[src/cpu8ie_pkg.sv]
// ----------------------------------------------------------------------------
// cpu8ie_pkg
// Types, command and mode codes shared by the instruction execute block.
// ----------------------------------------------------------------------------
package cpu8ie_pkg;

   localparam int ADDRESS_BITS_DEFAULT = 16;

   typedef enum logic [4:0] {
      CMD_POKE = 5'd0,  CMD_PEEK = 5'd1,  CMD_BRK = 5'd2,
      CMD_LDA  = 5'd3,  CMD_LDX  = 5'd4,  CMD_LDY = 5'd5,
      CMD_STA  = 5'd6,  CMD_STX  = 5'd7,  CMD_STY = 5'd8,
      CMD_TAX  = 5'd9,  CMD_TAY  = 5'd10, CMD_TSX = 5'd11,
      CMD_TXA  = 5'd12, CMD_TXS  = 5'd13, CMD_TYA = 5'd14,
      CMD_PHA  = 5'd15, CMD_PHP  = 5'd16, CMD_PLA = 5'd17,
      CMD_PLP  = 5'd18, CMD_DEC  = 5'd19, CMD_DEX = 5'd20,
      CMD_DEY  = 5'd21, CMD_INC  = 5'd22, CMD_INX = 5'd23,
      CMD_INY  = 5'd24, CMD_ADC  = 5'd25, CMD_SBC = 5'd26,
      CMD_AND  = 5'd27, CMD_EOR  = 5'd28, CMD_ORA = 5'd29
   } cmd_type;

   typedef enum logic [3:0] {
      MODE_IMM = 4'd0, MODE_ABS = 4'd1, MODE_ZP = 4'd2, MODE_ABS_X = 4'd3,
      MODE_ABS_Y = 4'd4, MODE_ZP_X = 4'd5, MODE_ZP_Y = 4'd6,
      MODE_IND_X = 4'd7, MODE_IND_Y = 4'd8
   } mode_type;

   localparam logic [7:0] SIGN_BIT  = 8'h80;
   localparam logic [7:0] SP_RESET  = 8'hFF;
   localparam logic [7:0] BRK_MASK  = 8'h10;
   localparam logic [7:0] ONE_BIT   = 8'h20;

   typedef struct packed {
      logic [4:0] command;
      logic [3:0] address_mode;
      logic [7:0] operand_low;
      logic [7:0] operand_high;
      logic [7:0] poke_data;
   } req_type;

   typedef struct packed {
      logic [7:0]  acc_out;
      logic [7:0]  x_out;
      logic [7:0]  y_out;
      logic [7:0]  sp_out;
      logic [7:0]  status_out;
      logic [15:0] effective_address;
      logic [7:0]  data_out;
      logic        wrote_memory;
      logic        halted;
      logic        error;
   } rsp_type;

   // controller -> datapath
   typedef struct packed {
      logic load_req;   // capture request
      logic ptr_lo;     // read pointer low byte
      logic ptr_hi;     // read pointer high byte
      logic operand;    // read operand at effective address
      logic execute;    // update registers, write memory, emit result
   } ctl_type;

   // datapath -> controller
   typedef struct packed {
      logic indirect;
      logic mem_read;
   } sts_type;

endpackage

[src/cpu8ie_control.sv]
// ----------------------------------------------------------------------------
// cpu8ie_control
// Sequencer: capture, decode, pointer reads, operand read, execute.
// ----------------------------------------------------------------------------
module cpu8ie_control (
   input  logic                clock,
   input  logic                reset,
   input  logic                start,
   input  cpu8ie_pkg::sts_type sts,
   output cpu8ie_pkg::ctl_type ctl,
   output logic                busy,
   output logic                rsp_valid
);

   typedef enum logic [5:0] {
      S_IDLE = 6'b000001, S_DECODE = 6'b000010, S_PTR_LO = 6'b000100,
      S_PTR_HI = 6'b001000, S_READ = 6'b010000, S_EXEC = 6'b100000
   } state_type;

   state_type state_ff, state_in;
   logic      valid_ff;

   always_comb begin
      state_in = state_ff;
      ctl = '0;
      unique case (state_ff)
         S_IDLE: if (start) begin ctl.load_req = 1'b1; state_in = S_DECODE; end
         S_DECODE: begin
            if (sts.indirect) state_in = S_PTR_LO;
            else if (sts.mem_read) state_in = S_READ;
            else state_in = S_EXEC;
         end
         S_PTR_LO: begin ctl.ptr_lo = 1'b1; state_in = S_PTR_HI; end
         S_PTR_HI: begin ctl.ptr_hi = 1'b1; state_in = S_READ; end
         S_READ: begin ctl.operand = 1'b1; state_in = S_EXEC; end
         S_EXEC: begin ctl.execute = 1'b1; state_in = S_IDLE; end
         default: state_in = S_IDLE;
      endcase
   end

   always_ff @(posedge clock) begin
      if (reset) begin
         state_ff <= S_IDLE;
         valid_ff <= 1'b0;
      end else begin
         state_ff <= state_in;
         valid_ff <= ctl.execute;
      end
   end

   assign busy = state_ff != S_IDLE;
   assign rsp_valid = valid_ff;

endmodule

[config.mk]
export PLATFORM = sky130hd
export DESIGN_NAME = cpu8ie_control
export DESIGN_NICKNAME = d
export VERILOG_FILES = /design/src/cpu8ie_pkg.sv /design/src/cpu8ie_control.sv
export SDC_FILE = /design/constraint.sdc
export NUM_CORES = 1
export LEC_CHECK = 0
export BUFFER_PORTS_ARGS = -buffer_cell sky130_fd_sc_hd__buf_2
export CELL_PAD_IN_SITES_DETAIL_PLACEMENT = 0
export CELL_PAD_IN_SITES_GLOBAL_PLACEMENT = 1
export CORE_AREA = 2 2 39 41
export DETAILED_ROUTE_END_ITERATION = 12
export DIE_AREA = 0 0 41 43
export PLACE_DENSITY_LB_ADDON = 0.1
export SLEW_MARGIN = 20
export SYNTH_ARGS = -nofsm -noshare
export SYNTH_HDL_FRONTEND = slang
export SYNTH_SLANG_ARGS = --single-unit
export TNS_END_PERCENT = 10
[constraint.sdc]
create_clock -name clock -period 1 [get_ports clock]
set_clock_uncertainty 0.05 [all_clocks]
set_input_delay 0.05 -clock clock [delete_from_list [all_inputs] [get_ports clock]]
set_output_delay 0.05 -clock clock [all_outputs]
set_load 0.05 [all_outputs]
==> flow_summary.json <==
{
  "clk_path_buf_depth": 2,
  "hpwl_um": 779.7,
  "p_sw_share_pct": 31.94,
  "grt_max_degree": 7,
  "dp_slack_ns": -0.2497,
  "gp_congestion": 0.7126,
  "root_buffer": "clkbuf_4",
  "die_w_um": 41,
  "synth_seq_area_share_pct": 37.84,
  "post-route-min-period_ns": 1.361,
  "synth-main-ff-cell": "dfxtp_1",
  "wl_um": 958,
  "cp.arrival_ns": 1.26,
  "synth_top_area_share_pct": 37.84,
  "final_common_cell": "buf_4",
  "use_met1_pct": 16.72,
  "initial_utilization_pct": 26.76,
  "power_switching_mw": 0.2615,
  "dieArea_um2": 1763,
  "synth_top_family_by_area": "simple AND/OR/NAND/NOR gates",
  "final_cell_mix": "buf_4 (11), nor2_1 (6), buf_6 (6)",
  "asyncSetResetFlopFracSynth_pct": 0,
  "synth_nets": 48,
  "grt.busiest_layer": "met2",
  "ys_top_cells_by_area": "dfxtp_1 (38%), nor2_1 (8.1%), nand3b_1 (4.1%), and3_1 (3.4%), nor2b_1 (3.4%)",
  "setup_ws_ns": -0.3606,
  "finalMaxSlewViolations": 0,
  "layout-drive-gt1-share_pct": 57.35,
  "drt-pass1-iter-count": 4,
  "fill_cells": 144,
  "final_hold_viol_count": 0,
  "synth_compound_area_share_pct": 11.15,
  "chipHeight_um": 43,
  "grt_pass1_wl_um": 1635,
  "antenna_found_initial": 0,
  "power_frac_clock_pct": 32.1,
  "num_vias": 407,
  "synth.distinct_cells": 23,
  "clock-sinks": 7,
  "io_buffers": 11,
  "via_per_inst": 4.845,
  "synthMuxAreaShare_pct": 0,
  "drt-initial-drc-count": 5,
  "clk_pin_slew_worst_paths_ns": 0.05,
  "cts_buffers": 3,
  "fin_nets": 74,
  "outcome": "finished with violations",
  "htreeDepth": 1,
  "startpoint_type": "flip-flop",
  "grt_pass1_vias": 421,
  "grt-ovfl-total": 0,
  "max_cap_viol_count": 0,
  "grtUsageTotal_pct": 13.94,
  "yosys.area_share.simple_pct": 41.55,
  "final_cells": 84,
  "postRouteAntennaNets": 0,
  "worstPathRequired_ns": 0.90,
  "drc": 0,
  "globalRouteMet3Util_pct": 3.141,
  "power_frac_seq_pct": 37.2,
  "wl_per_cell_um": 11.40,
  "cp-end-kind": "primary output",
  "cts_tree": "yes",
  "rows": 14,
  "multiInputGateArea_um2": 249.0,
  "ir_drop_mv": 0.6480,
  "p_leak_nw": 0.2986,
  "synthAdderAreaFrac_pct": 0,
  "fmax_mhz": 734.9,
  "path_class": "flip-flop to primary output",
  "cp_max_fo": 5,
  "timing.final.crit_share_pct": 136.1,
  "synth_xor_area_share_pct": 2.365,
  "diodes": 0,
  "slew_headroom_pct": 75.82,
  "regArea_um2": 152.6,
  "tightest_slew_ns": 0.3597,
  "p_int_mw": 0.5573,
  "syn_area_per_cell_um2": 8.613,
  "area_delta_synth_final_pct": 74.32,
  "synth_area_leader_cell": "dfxtp_1",
  "finalSetupViolCount": 12,
  "synth_edf_count": 0,
  "core_um2": 1384,
  "netlist_area_um2": 370.4,
  "failed_checks": "setup timing",
  "placedCellCount": 79,
  "gr-usage-met2_pct": 21.56,
  "yosys_warnings": 0,
  "pin_count": 12,
  "powerDensity_nw_per_um2": 1268,
  "rsz0062_at_grt": "true",
  "syn_inst": 43,
  "yosys_register_bits": 7,
  "pwr-share-comb_pct": 30.7,
  "insertion_delay_ns": 0.25,
  "hold_path_class": "input port to flip-flop"
}
[cells in the mapped netlist (2+ instances only)]
cell type  instances
and3_1             2
inv_1              2
nor3_1             2
nor2b_1            2
nand3b_1           2
dfxtp_1            7
o21ai_0            2
nor2_1             8
nand3_1            2
[sequential cells by signal, indices dropped and copies added, names as in the netlist]
register   flops
rsp_valid      1
state_ff       6
[worst paths after layout]
path / from / end / slack, ns / depth (start not counted)
setup / recovery: state_ff[3] / ctl[4] / -0.36 / 4
hold / removal: reset / state_ff[1] / 0.03 / 3
setup reg to reg: state_ff[5] / state_ff[0] / -0.19 / 3
hold reg to reg: state_ff[3] / state_ff[5] / 0.57 / 3
[through the flow]
step | setup TNS, ns | hold slack [ns] | cell area [um^2] | total power, mW | utilization (%)
global route | -3.529 | 0.03412 | 645.6 | 0.8615 | 46.65
CTS | -3.048 | 0.02951 | 640.6 | 0.8277 | 46.29
global placement | -1.754 | 0.3020 | 548.0 | 0.5306 | 39.60
detailed placement | -1.911 | 0.3025 | 548.0 | 0.5346 | 39.60
floorplan | -1.229 | 0.07679 | 409.1 | 0.4686 | -
finish | -2.758 | 0.02902 | 645.6 | 0.8188 | 46.65
[metal layers]
metal | wire [um] | share of wire [%]
met2 | 477 | 50
met5 | 0 | 0
met3 | 50 | 5.2
met4 | 22 | 2.3
met1 | 407 | 42
[timing repair]
item,CTS,global route
pin swaps,6,2
hold buffers,0,0
buffers inserted,1,0
gates resized for setup,19,3
endpoints found under the setup margin,12,13
[final cells by class]
type / count / area share (%)
multi-input combinational: 32 / 38.57
timing repair buffer: 23 / 29.46
sequential: 7 / 23.64
clock buffer: 4 / 4.070
tap: 16 / 3.101
inverter: 2 / 1.163
[cells by family after synthesis]
family | Yosys count
AND/OR/NAND/NOR | 25
flip-flops | 7
AO/OA/AOI/OAI | 6
buffers and inverters | 4
XOR/XNOR | 1
[power groups by stage]
| stage | combinational, mW | sequential [mW] | clock (mW) |
|---|---|---|---|
| floorplan | 0.162 | 0.306 | 0 |
| global placement | 0.221 | 0.310 | 0 |
| detailed placement | 0.225 | 0.310 | 0 |
| CTS | 0.252 | 0.304 | 0.272 |
| global route | 0.267 | 0.307 | 0.287 |
| finish | 0.251 | 0.305 | 0.263 |
[critical path, stage by stage (launching register included)]
cell	delay, ns
dfxtp_4	0.36
nor3_4	0.27
nand3_4	0.13
nor2_4	0.10
buf_6	0.16
Note: power is estimated with default switching activity, not from simulation.
